`src/gpb_pkg.sv`:
```
// ----------------------------------------------------------------------------
// gpb_pkg
// Shared types and constants for the gpio port register bank.
// ----------------------------------------------------------------------------
package gpb_pkg;

  localparam int NUM_PORTS     = 8;
  localparam int PINS_PER_PORT = 16;

  // address widths of the port words
  localparam int PORT_AW = (NUM_PORTS > 1) ? $clog2(NUM_PORTS) : 1;

  // input and output field widths
  localparam int OP_W    = 2;
  localparam int PORT_W  = 3;
  localparam int PIN_W   = 4;
  localparam int MODE_W  = 2;
  localparam int PULL_W  = 2;
  localparam int SPEED_W = 2;
  localparam int ALT_W   = 4;
  localparam int LEVEL_W = 2;
  localparam int PAD_W   = 16;
  localparam int DRIVE_W = 16;

  // operation codes
  typedef enum logic [OP_W-1:0] {
    OP_CONFIG = 2'd0,
    OP_SET    = 2'd1,
    OP_TOGGLE = 2'd2,
    OP_READ   = 2'd3
  } gpb_op_t;

  // pin mode codes that matter for configuration
  localparam logic [MODE_W-1:0] MODE_OUTPUT = 2'd1;
  localparam logic [MODE_W-1:0] MODE_ALT    = 2'd2;

  // level codes for set
  localparam logic [LEVEL_W-1:0] LEVEL_LOW  = 2'd0;
  localparam logic [LEVEL_W-1:0] LEVEL_HIGH = 2'd1;

  // status codes
  localparam logic STATUS_OK  = 1'b0;
  localparam logic STATUS_ERR = 1'b1;

  // per-port configuration word
  typedef struct packed {
    logic [ALT_W*PINS_PER_PORT-1:0]   alt;
    logic [SPEED_W*PINS_PER_PORT-1:0] speed;
    logic [PINS_PER_PORT-1:0]         dtype;
    logic [PULL_W*PINS_PER_PORT-1:0]  pull;
    logic [MODE_W*PINS_PER_PORT-1:0]  mode;
  } gpb_cfg_t;

  localparam int CFG_W = $bits(gpb_cfg_t);

endpackage

```
`src/gpio_port_register_bank_core.sv`:
```
// ----------------------------------------------------------------------------
// gpio_port_register_bank_core
// GPIO port register bank with set/reset output semantics.
// ----------------------------------------------------------------------------
// Usage:
//   Input channel (in_valid/in_ready) takes one word per pin operation:
//   configure, set level, toggle output or read pad. Result channel
//   (out_valid/out_ready) returns one word per input word: status, read bit
//   and the addressed port's output data word after the operation.
//   Port state sits in two RAMs (configuration word and output data word per
//   port), read at accept and written back when the word leaves the modify
//   stage. An accepted input word passes the modify stage, then the output
//   register, before its result is shown.
//   Throughput: one word per cycle while out_ready is high; the
//   read-modify-write loop closes through a forwarding register, so
//   back-to-back words to the same port see the previous write.
//   Reset: a per-port valid bit is cleared, so every port reads as all zero
//   until first written; no clearing pass is needed.
//   Stall: when out_ready is low the result holds, one more word is held in
//   the modify stage, and in_ready drops until the result is taken.
// ----------------------------------------------------------------------------
module gpio_port_register_bank_core (
  input  logic                         clk,
  input  logic                         rst_n,
  input  logic                         in_valid,
  output logic                         in_ready,
  input  logic [gpb_pkg::OP_W-1:0]     in_op,
  input  logic [gpb_pkg::PORT_W-1:0]   in_port_sel,
  input  logic [gpb_pkg::PIN_W-1:0]    in_pin_sel,
  input  logic [gpb_pkg::MODE_W-1:0]   in_pin_mode,
  input  logic [gpb_pkg::PULL_W-1:0]   in_pull_sel,
  input  logic                         in_open_drain,
  input  logic [gpb_pkg::SPEED_W-1:0]  in_slew_speed,
  input  logic [gpb_pkg::ALT_W-1:0]    in_alt_function,
  input  logic [gpb_pkg::LEVEL_W-1:0]  in_level,
  input  logic [gpb_pkg::PAD_W-1:0]    in_pad_levels,
  output logic                         out_valid,
  input  logic                         out_ready,
  output logic                         out_status,
  output logic                         out_read_bit,
  output logic [gpb_pkg::DRIVE_W-1:0]  out_port_drive
);
  import gpb_pkg::*;

  // handshake
  logic in_fire;
  logic out_go;
  logic s2_done;

  // modify stage
  logic                    s2_valid_r;
  gpb_op_t                 s2_op_r;
  logic [PORT_W-1:0]       s2_port_r;
  logic [PIN_W-1:0]        s2_pin_r;
  logic [MODE_W-1:0]       s2_mode_r;
  logic [PULL_W-1:0]       s2_pull_r;
  logic                    s2_od_r;
  logic [SPEED_W-1:0]      s2_speed_r;
  logic [ALT_W-1:0]        s2_alt_r;
  logic [LEVEL_W-1:0]      s2_level_r;
  logic [PAD_W-1:0]        s2_pads_r;

  // memory interface
  logic [PORT_AW-1:0]       rd_addr;
  logic [PORT_AW-1:0]       wr_addr;
  logic                     wr_en;
  gpb_cfg_t                 cfg_rdata;
  logic [PINS_PER_PORT-1:0] drv_rdata;
  logic [NUM_PORTS-1:0]     port_vld_r;
  logic                     rd_vld_r;

  // forwarding of the last write
  logic                     fwd_r;
  gpb_cfg_t                 fwd_cfg_r;
  logic [PINS_PER_PORT-1:0] fwd_drv_r;

  // modify logic
  gpb_cfg_t                 cur_cfg;
  logic [PINS_PER_PORT-1:0] cur_drv;
  gpb_cfg_t                 cfg_nxt;
  logic [PINS_PER_PORT-1:0] drv_nxt;
  logic                     port_ok;
  logic                     pin_ok;
  logic                     is_out_mode;
  logic                     is_alt_mode;
  logic                     status_nxt;
  logic                     rbit_nxt;
  logic [DRIVE_W-1:0]       drive_nxt;

  // output register
  logic                     out_valid_r;
  logic                     out_status_r;
  logic                     out_read_bit_r;
  logic [DRIVE_W-1:0]       out_port_drive_r;

  assign out_go   = !out_valid_r || out_ready;
  assign in_ready = !s2_valid_r || out_go;
  assign in_fire  = in_valid && in_ready;
  assign s2_done  = s2_valid_r && out_go;

  // modify stage control and payload
  always_ff @(posedge clk) begin
    if (!rst_n) begin
      s2_valid_r <= 1'b0;
    end else if (in_ready) begin
      s2_valid_r <= in_valid;
    end
  end

  always_ff @(posedge clk) begin
    if (in_fire) begin
      s2_op_r    <= gpb_op_t'(in_op);
      s2_port_r  <= in_port_sel;
      s2_pin_r   <= in_pin_sel;
      s2_mode_r  <= in_pin_mode;
      s2_pull_r  <= in_pull_sel;
      s2_od_r    <= in_open_drain;
      s2_speed_r <= in_slew_speed;
      s2_alt_r   <= in_alt_function;
      s2_level_r <= in_level;
      s2_pads_r  <= in_pad_levels;
    end
  end

  // address range checks
  assign port_ok = ({2'b00, s2_port_r} < 5'(NUM_PORTS));
  assign pin_ok  = ({1'b0, s2_pin_r} < 5'(PINS_PER_PORT));

  assign rd_addr = in_port_sel[PORT_AW-1:0];
  assign wr_addr = s2_port_r[PORT_AW-1:0];
  assign wr_en   = s2_done && port_ok && pin_ok;

  // per-port state memories
  gpb_ram #(
    .WIDTH (CFG_W),
    .DEPTH (NUM_PORTS)
  ) u_cfg_ram (
    .clk   (clk),
    .we    (wr_en),
    .waddr (wr_addr),
    .wdata (cfg_nxt),
    .re    (in_fire),
    .raddr (rd_addr),
    .rdata (cfg_rdata)
  );

  gpb_ram #(
    .WIDTH (PINS_PER_PORT),
    .DEPTH (NUM_PORTS)
  ) u_drv_ram (
    .clk   (clk),
    .we    (wr_en),
    .waddr (wr_addr),
    .wdata (drv_nxt),
    .re    (in_fire),
    .raddr (rd_addr),
    .rdata (drv_rdata)
  );

  // written-once flags stand in for the zero reset of the memories
  always_ff @(posedge clk) begin
    if (!rst_n) begin
      port_vld_r <= '0;
      rd_vld_r   <= 1'b0;
      fwd_r      <= 1'b0;
    end else begin
      if (wr_en) begin
        port_vld_r[wr_addr] <= 1'b1;
      end
      if (in_fire) begin
        rd_vld_r <= port_vld_r[rd_addr];
        fwd_r    <= wr_en && (wr_addr == rd_addr);
      end
    end
  end

  always_ff @(posedge clk) begin
    if (in_fire) begin
      fwd_cfg_r <= cfg_nxt;
      fwd_drv_r <= drv_nxt;
    end
  end

  // current port words: forwarded, stored or reset value
  always_comb begin
    if (fwd_r) begin
      cur_cfg = fwd_cfg_r;
      cur_drv = fwd_drv_r;
    end else if (rd_vld_r) begin
      cur_cfg = cfg_rdata;
      cur_drv = drv_rdata;
    end else begin
      cur_cfg = '0;
      cur_drv = '0;
    end
  end

  assign is_out_mode = (s2_mode_r == MODE_OUTPUT) || (s2_mode_r == MODE_ALT);
  assign is_alt_mode = (s2_mode_r == MODE_ALT);

  // read-modify-write of the addressed pin
  always_comb begin
    cfg_nxt    = cur_cfg;
    drv_nxt    = cur_drv;
    status_nxt = STATUS_OK;
    rbit_nxt   = 1'b0;
    unique case (s2_op_r)
      OP_CONFIG: begin
        for (int i = 0; i < PINS_PER_PORT; i++) begin
          if (PIN_W'(i) == s2_pin_r) begin
            cfg_nxt.mode[MODE_W*i +: MODE_W] = s2_mode_r;
            cfg_nxt.pull[PULL_W*i +: PULL_W] = s2_pull_r;
            if (is_out_mode) begin
              cfg_nxt.dtype[i]                   = s2_od_r;
              cfg_nxt.speed[SPEED_W*i +: SPEED_W] = s2_speed_r;
            end
            if (is_alt_mode) begin
              cfg_nxt.alt[ALT_W*i +: ALT_W] = s2_alt_r;
            end
          end
        end
      end
      OP_SET: begin
        for (int i = 0; i < PINS_PER_PORT; i++) begin
          if (PIN_W'(i) == s2_pin_r) begin
            if (s2_level_r == LEVEL_LOW) begin
              drv_nxt[i] = 1'b0;
            end else if (s2_level_r == LEVEL_HIGH) begin
              drv_nxt[i] = 1'b1;
            end
          end
        end
        if ((s2_level_r != LEVEL_LOW) && (s2_level_r != LEVEL_HIGH)) begin
          status_nxt = STATUS_ERR;
        end
      end
      OP_TOGGLE: begin
        for (int i = 0; i < PINS_PER_PORT; i++) begin
          if (PIN_W'(i) == s2_pin_r) begin
            drv_nxt[i] = !cur_drv[i];
          end
        end
      end
      OP_READ: begin
        rbit_nxt = s2_pads_r[s2_pin_r];
      end
      default: begin
        status_nxt = STATUS_ERR;
      end
    endcase

    // out-of-range addresses change nothing
    if (!port_ok) begin
      status_nxt = STATUS_ERR;
      rbit_nxt   = 1'b0;
    end else if (!pin_ok) begin
      status_nxt = STATUS_ERR;
      rbit_nxt   = 1'b0;
    end
  end

  // port drive word reported after the step
  always_comb begin
    if (!port_ok) begin
      drive_nxt = '0;
    end else if (!pin_ok) begin
      drive_nxt = DRIVE_W'(cur_drv);
    end else begin
      drive_nxt = DRIVE_W'(drv_nxt);
    end
  end

  // output register
  always_ff @(posedge clk) begin
    if (!rst_n) begin
      out_valid_r <= 1'b0;
    end else if (out_go) begin
      out_valid_r <= s2_valid_r;
    end
  end

  always_ff @(posedge clk) begin
    if (s2_done) begin
      out_status_r     <= status_nxt;
      out_read_bit_r   <= rbit_nxt;
      out_port_drive_r <= drive_nxt;
    end
  end

  assign out_valid      = out_valid_r;
  assign out_status     = out_status_r;
  assign out_read_bit   = out_read_bit_r;
  assign out_port_drive = out_port_drive_r;

endmodule

```
`src/gpb_ram.sv`:
```
// ----------------------------------------------------------------------------
// gpb_ram
// Simple dual-port synchronous RAM, one write and one registered read port.
// ----------------------------------------------------------------------------
module gpb_ram #(
  parameter int WIDTH = 16,
  parameter int DEPTH = 8,
  parameter int AW    = (DEPTH > 1) ? $clog2(DEPTH) : 1
) (
  input  logic             clk,
  input  logic             we,
  input  logic [AW-1:0]    waddr,
  input  logic [WIDTH-1:0] wdata,
  input  logic             re,
  input  logic [AW-1:0]    raddr,
  output logic [WIDTH-1:0] rdata
);

  logic [WIDTH-1:0] mem [DEPTH];

  // write port
  always_ff @(posedge clk) begin
    if (we) begin
      mem[waddr] <= wdata;
    end
  end

  // registered read port, old data on a same-address collision
  always_ff @(posedge clk) begin
    if (re) begin
      rdata <= mem[raddr];
    end
  end

endmodule

```
`config.mk`:
```
export PLATFORM = sky130hd
export DESIGN_NAME = gpio_port_register_bank_core
export DESIGN_NICKNAME = d
export VERILOG_FILES = /design/src/gpb_pkg.sv /design/src/gpio_port_register_bank_core.sv /design/src/gpb_ram.sv
export SDC_FILE = /design/constraint.sdc
export NUM_CORES = 1
export LEC_CHECK = 0
export BUFFER_PORTS_ARGS = -buffer_cell sky130_fd_sc_hd__buf_4
export CORE_UTILIZATION = 45
export CTS_BUF_LIST = sky130_fd_sc_hd__clkbuf_4
export CTS_CLUSTER_SIZE = 16
export DETAILED_ROUTE_END_ITERATION = 6
export SLEW_MARGIN = 20
export SYNTH_ARGS = -nofsm -noshare
export SYNTH_HDL_FRONTEND = slang
export SYNTH_HIERARCHICAL = 1
export SYNTH_SLANG_ARGS = --single-unit
```
`constraint.sdc`:
```
create_clock -name clk -period 3.7 [get_ports clk]
set_input_delay 0 -clock clk [delete_from_list [all_inputs] [get_ports clk]]
set_output_delay 0 -clock clk [all_outputs]
set_load 0.02 [all_outputs]
```
==> metrics.log, run 1 <==
[metrics] cell taking the most area after synthesis: edfxtp_1
[metrics] kind of critical path: flip-flop to flip-flop
[metrics] core footprint: roughly 19,000 um^2
[metrics] routability cong.: 0.912
[metrics] worst-path fanout max: 16
[metrics] overall via count from detail_route: 4,944
[metrics] overflow left after global routing: 0
[metrics] clock tree from TritonCTS: yes
[metrics] Max Clk Rate: approximately 0.4 GHz
[metrics] count of nets after finishing: 648
[metrics] portion of the post-synthesis area used by sequential elements: about three quarters
[metrics] worst-case clock buffer depth: 3
[metrics] synthesized cell area: about 8700 um^2
[metrics] # IOs: 62
[metrics] DR iter-0 viols: ~350
[metrics] worst-case headroom to the max-slew limit: between 50% and 60%
[metrics] fin. max-slew vios: 0
[metrics] Clock Root Buffer: clkbuf_4
[metrics] Fin Clk Skew: approximately 0.041 ns
[metrics] dominant synthesized flop cell: edfxtp_1
[metrics] time the final worst path needs with I/O delays and setup: 2.51 ns
[metrics] cells resized by post-CTS repair: 0
[metrics] top cells by area in the synthesized netlist: edfxtp_1 (70%), mux4_1 (8.4%), dfxtp_1 (2.7%), mux2_2 (2.1%), mux4_2 (2.1%)
[metrics] FFs w/ async S/R, synth: 0%
[metrics] initial core utilization: between 40% and 50%
[metrics] number of standard cells after synthesis: 462
[metrics] element type at the critical path end: flip-flop
[metrics] floorplan die width: around 140 um
[metrics] outcome: finished clean
[metrics] area fraction of the dominant cell type after synthesis: a little over two thirds
[metrics] final count of hold timing violations: 0
[metrics] most used standard cell by instance count after synthesis: edfxtp_1
[metrics] total wirelength of the detailed-routed design: between 15,000 and 20,000 um
[metrics] aggregate global-route resource usage: roughly a fifth
[metrics] first-pass GRT wire length: between 20,000 and 30,000 um
[metrics] DIE HEIGHT: 141 um
[metrics] total power per unit cell area: ~500 nW/um^2
[metrics] max-cap violations: 0
[metrics] total CTS buffers: 54
[metrics] via count of the first global-routing pass: just over 5,000
[metrics] most frequent cells after synthesis: edfxtp_1 (205), mux4_1 (28), a21oi_1 (18)
[metrics] RSZ-0062 raised after global routing: no
[metrics] setup_tns: 0 ns
[metrics] number of rows in the core area: 50
[metrics] critical path data required time: around 4.2 ns
[metrics] layout cell share with drive strength beyond 1: a little under a third
[metrics] maximum number of pins on one net before global-route repair: 37
[metrics] number of fillers in the final layout: roughly 1,500
[metrics] hold-fix buffers at CTS: 31
[metrics] distinct cell type count after synthesis: 48
[metrics] worst vdd ir: around 0.21 mV
[metrics] Critical R2R Launch: s2_op_r[1]
[metrics] number of synthesized flops with an enable pin: approximately 210
[metrics] post-route cell area: approximately 11,000 um^2
[metrics] Synthesized Nets: 507
[metrics] type of origin of the critical path: flip-flop
[metrics] FF-to-FF setup slack: 1.19 ns
[metrics] static leakage: approximately 3.7 nW
[metrics] remaining number of nets flagged by the antenna check after routing: 0
[metrics] Yosys reg bits: ~220
[metrics] post-synthesis average cell area: around 19 um^2
[metrics] count of clock tree sinks: ~220
[metrics] drt wl/cell: approximately 20 um
[metrics] class of the tightest hold or removal check: primary input to flip-flop
[metrics] number of setup buffers added after CTS: 0
[metrics] die outline area: approximately 20,000 um^2
[metrics] DR pass1 iterations: 5
[metrics] clock latency at the later pin of the worst-skew pair: 0.65 ns
[metrics] Min-Delay Startpoint: in_pad_levels[14]
[metrics] Layout area overhead: 21.1%
[metrics] total number of yosys warnings: 6
[metrics] Final period util: between 60% and 70%
[metrics] number of setup violations in the final report: 0
[metrics] DPL Wire Length: about 11,000 um
[metrics] H-tree depth: 2
[metrics] CTS clock-pin slew for the worst setup and hold paths: about 0.070 ns
[metrics] IO buf count: 50
[metrics] Placed Instance Area: ~9500 um^2
[metrics] CP Data Arrival Time: roughly 3 ns
[metrics] Critical path origin: s2_op_r[1]
[metrics] number of vias per cell after detailed routing: 5.48
[metrics] initial antenna violation count: 1
[metrics] DRC violations left: 0
[metrics] worst slew pin tran: a little over 0.7 ns
## cell families after synthesis
| logic type | Yosys count | synth area share (%) |
|---|---|---|
| AND/OR/NAND/NOR | 75 | 4.60 |
| multiplexers | 57 | 13.1 |
| AO/OA/AOI/OAI | 74 | 6.19 |
| buffers and inverters | 33 | 2.18 |
| flip-flops | 217 | 73.2 |
| adder cells (fa/ha/maj) | 3 | 0.430 |
| XOR/XNOR | 3 | 0.301 |
## cell usage in the layout, fill, tap and decap left out, types with 4 or more instances in the layout
cell type / netlist / routed
nor2_1: 12 / 12
buf_4: 2 / 81
a211o_1: 8 / 8
mux2_2: 16 / 16
o31ai_1: 5 / 5
nor2b_1: 4 / 4
nor3_1: 12 / 10
a22oi_1: 14 / 14
bufinv_16: 0 / 4
clkbuf_4: 0 / 73
mux4_2: 8 / 8
nand2b_1: 7 / 7
clkinv_1: 0 / 9
a21oi_1: 18 / 18
nand3b_1: 4 / 4
clkinv_2: 0 / 6
inv_1: 6 / 5
o32ai_1: 7 / 6
dfxtp_1: 12 / 12
mux2i_1: 5 / 5
mux4_1: 28 / 28
o21a_1: 8 / 8
edfxtp_1: 205 / 205
nand2_1: 16 / 16
nor3b_1: 4 / 4
dlygate4sd3_1: 0 / 31
nand3_1: 6 / 6
## critical path, stage by stage (launching register included)
cell      delay [ns]
edfxtp_1        0.43
inv_1           0.08
ha_1            0.23
nand2_1         0.08
nor2_2          0.53
a21oi_1         0.08
o31ai_1         0.60
buf_4           0.28
## through the flow
| step | instances | setup slack (ns) | total power, mW | util, % | hold slack [ns] |
|---|---|---|---|---|---|
| 2_1_floorplan | 462 | 0.909 | 3.05 | - | 0.0989 |
| 3_3_place_gp | 776 | 1.18 | 3.16 | 50.4 | 0.180 |
| 3_5_place_dp | 776 | 1.33 | 3.17 | 50.4 | 0.179 |
| 4_1_cts | 901 | 1.25 | 5.35 | 56.0 | 0.0215 |
| 5_1_grt | 902 | 1.04 | 5.51 | 56.0 | 0.0206 |
| 6_report | 902 | 1.19 | 5.28 | 56.0 | 0.0730 |
## sequential cells by signal (all words and copies together), names as in the netlist, 2 cells and up
name,count
fwd_drv_r,16
s2_op_r,2
out_port_drive,16
s2_pads_r,16
u_drv_ram/rdata,16
u_drv_ram/mem,128
s2_level_r,2
s2_pin_r,4
s2_port_r,3
port_vld_r,8
## path summary, 6_finish.rpt
path,to,depth (start not counted)
setup / recovery,u_drv_ram/mem[4][15],7
hold / removal,s2_pads_r[14],2
setup reg to reg,u_drv_ram/mem[4][15],7
hold reg to reg,port_vld_r[4],1
## area by class of cell
type	instances	area (um^2)	share of cell area, %
sequential	217	6400	60.4
multi-input combinational	212	2170	20.5
timing repair buffer	112	918	8.68
clock buffer	73	548	5.18
tap	260	325	3.07
clock inverter	21	199	1.88
inverter	6	22.5	0.213
antenna	1	2.50	0.0236
## report_power, final
part,internal (mW),switching (mW),leakage [nW]
sequential,2.77,0.0338,2.04
clock,1.20,0.929,0.430
combinational,0.156,0.191,1.26
## per-layer routing
metal  up-vias  global-route usage, %  share of wire (%)
li1       2222                      -                  -
met1      2523                   24.7                 45
met2       165                   32.2                 49
met3        34                   4.22                4.7
met4         0                   6.92                2.2
met5         -                      0                  0
Power figures use the tool's default switching activity.
==> inputs of run 2 (changes only) <==
ABC_AREA = 1   (was not set)
clock period = 2.3 ns   (was 3.7 ns; I/O delays follow)
==> run 2 against run 1 <==
Clock-buffer cell count increased by 9. Final area rose by 11%. Core utilization decreased by 0.85 points. Largest cell class unchanged. Highest routed layer unchanged. Clock skew decreased by 0.0082 ns. Non-clock buffer count rose by 11. First-iteration DRC count rose by 13%. Synthesized cell count is 120% higher. Cell count increased by 63%. Flip-flop and latch count stayed put. Die area is 12% higher.
==> metrics.log, run 2 <==
[metrics] core footprint: 21,200 um^2 (+12%)
[metrics] synthesized cell area: 9820 um^2 (+12%)
[metrics] Final period util: 90.2% (+22 points)
[metrics] clock tree from TritonCTS: yes
[metrics] worst-path fanout max: 16 (unchanged)
[metrics] most common cell after layout, fill and taps aside: nand2_1
[metrics] hold slack: 0.0594 ns (-0.0136 ns)
[metrics] via count of the first global-routing pass: 6,836 (+32%)
[metrics] worst vdd ir: 0.507 mV (+140%)
[metrics] routability cong.: 0.777 (-15%)
[metrics] first-pass GRT wire length: 34,700 um (+22%)
[metrics] total wirelength of the detailed-routed design: 21,900 um (+20%)
[metrics] CP Data Arrival Time: 2.41 ns (-0.56 ns)
[metrics] initial core utilization: 46.3% (about the same)
[metrics] Placed Instance Area: 10,600 um^2 (+11%)
[metrics] layout cell share with drive strength beyond 1: 15.7% (-16 points)
[metrics] class of the tightest hold or removal check: primary input to flip-flop
[metrics] count of nets after finishing: 1,194 (+84%)
[metrics] number of standard cells after synthesis: 1,006 (+120%)
[metrics] total CTS buffers: 55 (+1.9%)
[metrics] number of synthesized flops with an enable pin: 205 (unchanged)
[metrics] area fraction of the dominant cell type after synthesis: 62.7% (-7.8 points)
[metrics] element type at the critical path end: flip-flop
[metrics] Synthesized Nets: 1,051 (+110%)
[metrics] DRC violations left: 0 (unchanged)
[metrics] maximum number of pins on one net before global-route repair: 65 (+76%)
[metrics] critical path, cell by cell: inv_1 > ha_1 > or2_1 > buf_12 > nand3_2 > nand2_1 > nor2_1 > nor2_1
[metrics] number of rows in the core area: 53 (+6.0%)
[metrics] number of setup buffers added after CTS: 0 (unchanged)
[metrics] area used by multi-input combinational logic: 2540 um^2 (+17%)
[metrics] Max Clk Rate: 0.482 GHz (+21%)
[metrics] worst hold path cell count: 2 (unchanged)
[metrics] top cells by area in the synthesized netlist: edfxtp_1 (63%), nand2_1 (14%), inv_1 (6.2%), nand3_1 (4.8%), nor2_1 (3.0%)
[metrics] flip-flop count of the largest register, all copies and words added: 128 (unchanged)
[metrics] max-cap violations: 0 (unchanged)
[metrics] number of vias per cell after detailed routing: 4.81 (-12%)
[metrics] floorplan die width: 150 um (+5.9%)
[metrics] worst slew pin tran: 0.750 ns (+0.0353 ns)
[metrics] final count of hold timing violations: 0 (unchanged)
[metrics] FF-to-FF setup slack: 0.23 ns (-0.97 ns)
[metrics] post-synthesis average cell area: 9.76 um^2 (-48%)
[metrics] worst flop-to-flop path endpoint: u_drv_ram/mem[0][0]
[metrics] DPL Wire Length: 12,800 um (+21%)
[metrics] IO buf count: 50 (unchanged)
[metrics] H-tree depth: 2 (unchanged)
[metrics] final cell utilization of the core: 55.2% (-0.85 points)
[metrics] Fin Clk Skew: 0.0325 ns (-0.00823 ns)
[metrics] CP dominant cell by count: nor2_1
[metrics] Min-Delay Startpoint: in_pad_levels[11]
[metrics] commonest non-fill, non-tap cells in the layout: nand2_1 (364), edfxtp_1 (205), inv_1 (162)
[metrics] DR pass1 iterations: 7 (+2)
[metrics] RSZ-0062 raised after global routing: no
[metrics] most used standard cell by instance count after synthesis: nand2_1
[metrics] Clock Root Buffer: clkbuf_4
[metrics] DIE HEIGHT: 150 um (+5.9%)
[metrics] CP max-delay cell: nor2_1
[metrics] die outline area: 22,400 um^2 (+12%)
[metrics] overflow left after global routing: 0 (unchanged)
[metrics] number of setup violations in the final report: 0 (unchanged)
[metrics] total power per unit cell area: 746 nW/um^2 (+50%)
[metrics] depth of the worst register-to-register path: 8 (+1)
[metrics] cell class contributing the biggest share of worst-path delay: simple AND/OR/NAND/NOR gates
[metrics] FFs w/ async S/R, synth: 0% (unchanged)
[metrics] CTS clock-pin slew for the worst setup and hold paths: 0.07 ns (about the same)
[metrics] total number of yosys warnings: 6 (unchanged)
[metrics] dominant synthesized flop cell: edfxtp_1
[metrics] crit path buf inv count: 2 (unchanged)
[metrics] DR iter-0 viols: 401 (+13%)
[metrics] clock latency at the later pin of the worst-skew pair: 0.66 ns (about the same)
[metrics] worst-case headroom to the max-slew limit: 49.9% (-2.3 points)
[metrics] Critical R2R Launch: s2_op_r[0]
[metrics] cell taking the most area after synthesis: edfxtp_1
[metrics] type of origin of the critical path: flip-flop
[metrics] drt wl/cell: 14.9 um (-26%)
[metrics] area taken by flip-flops and latches: 6400 um^2 (unchanged)
[metrics] Worst path max stage delay: 0.55 ns (-0.05 ns)
[metrics] worst-case clock buffer depth: 3 (unchanged)
[metrics] Hold Path End: s2_pads_r[11]
[metrics] post-route cell area: 11,700 um^2 (+11%)
[metrics] number of fillers in the final layout: 1,882 (+25%)
[metrics] distinct cell type count after synthesis: 24 (-50%)
[metrics] initial antenna violation count: 1 (unchanged)
[metrics] Layout area overhead: 19.2%
[metrics] static leakage: 5.25 nW (+41%)
[metrics] fin. max-slew vios: 0 (unchanged)
[metrics] aggregate global-route resource usage: 20.5% (+1.3 points)
[metrics] outcome: finished clean
[metrics] top register by number of flip-flops: u_drv_ram/mem
[metrics] portion of the post-synthesis area used by sequential elements: 65.1% (-8.1 points)
[metrics] # IOs: 62 (unchanged)
[metrics] remaining number of nets flagged by the antenna check after routing: 0 (unchanged)
[metrics] overall via count from detail_route: 7,057 (+43%)
[metrics] Yosys reg bits: 217 (unchanged)
[metrics] kind of critical path: flip-flop to flip-flop
[metrics] critical path data required time: 2.63 ns (-1.53 ns)
[metrics] count of clock tree sinks: 217 (unchanged)
[metrics] most frequent cells after synthesis: nand2_1 (364), edfxtp_1 (205), inv_1 (163)
[metrics] time the final worst path needs with I/O delays and setup: 2.07 ns (-0.434 ns)
[run 2: logic make-up (layout without fill, tap and decap cells)]
group | Yosys count | in the layout | share of synthesized area [%]
buf+inv | 202 | 387 | 9.12
other cells | 0 | 1 | 0
simple gates | 552 | 552 | 23.2
flops | 217 | 217 | 65.1
xor+xnor | 3 | 3 | 0.268
compound gates | 29 | 29 | 1.89
fa+ha+maj | 3 | 3 | 0.382
[run 2: how the worst max path moves through the flow]
| stage | slack (ns) | cells past startpoint | startpoint | end |
|---|---|---|---|---|
| global route | 0.003 | 7 | s2_op_r[1] | u_drv_ram/mem[2][0] |
| floorplan | -0.01 | 5 | out_valid | u_drv_ram/mem[1][0] |
| finish | 0.23 | 8 | s2_op_r[0] | u_drv_ram/mem[0][0] |
| detailed placement | 0.14 | 8 | s2_op_r[0] | u_drv_ram/mem[2][2] |
| global placement | 0.20 | 8 | s2_op_r[0] | u_drv_ram/mem[2][2] |
| CTS | 0.08 | 8 | s2_op_r[0] | u_drv_ram/mem[6][2] |
[run 2: per-stage QoR]
stage	std cells	power [mW]	TNS, ns	setup WS, ns
global placement	1329	5.52	0	0.196
floorplan	1006	5.22	-0.620	-0.0102
detailed placement	1329	5.54	0	0.142
CTS	1466	8.87	0	0.0752
global route	1467	9.14	0	0.00337
finish	1467	8.74	0	0.225
[run 2: layout make-up]
cell class                 instances  share of cell area [%]
sequential                       217                    54.6
multi-input combinational        587                    21.7
timing repair buffer             123                    9.34
inverter                         165                    5.32
clock buffer                      82                    5.26
tap                              275                    2.94
clock inverter                    17                   0.802
antenna                            1                  0.0214
[run 2: routing by layer]
metal / wire (um) / GRT usage [%] / up-vias / part of all wire, %
met3: 1140 / 3.75 / 51 / 5.2
met2: 10700 / 33.8 / 188 / 49
met5: 0 / 0 / - / 0
met1: 9550 / 26.6 / 3304 / 44
li1: - / - / 3514 / -
met4: 580 / 8.84 / 0 / 2.6
[run 2: repair_timing]
item	4_1_cts	5_1_grt
hold buffers	38	0
endpoints found under the setup margin	0	11
resized for setup	0	2
hold endpoints to repair	54	0
[run 2: power by group]
group / switching (mW) / internal [mW] / leakage [nW]
sequential: 0.0504 / 4.57 / 2.02
combinational: 0.575 / 0.303 / 2.81
clock: 1.50 / 1.74 / 0.426
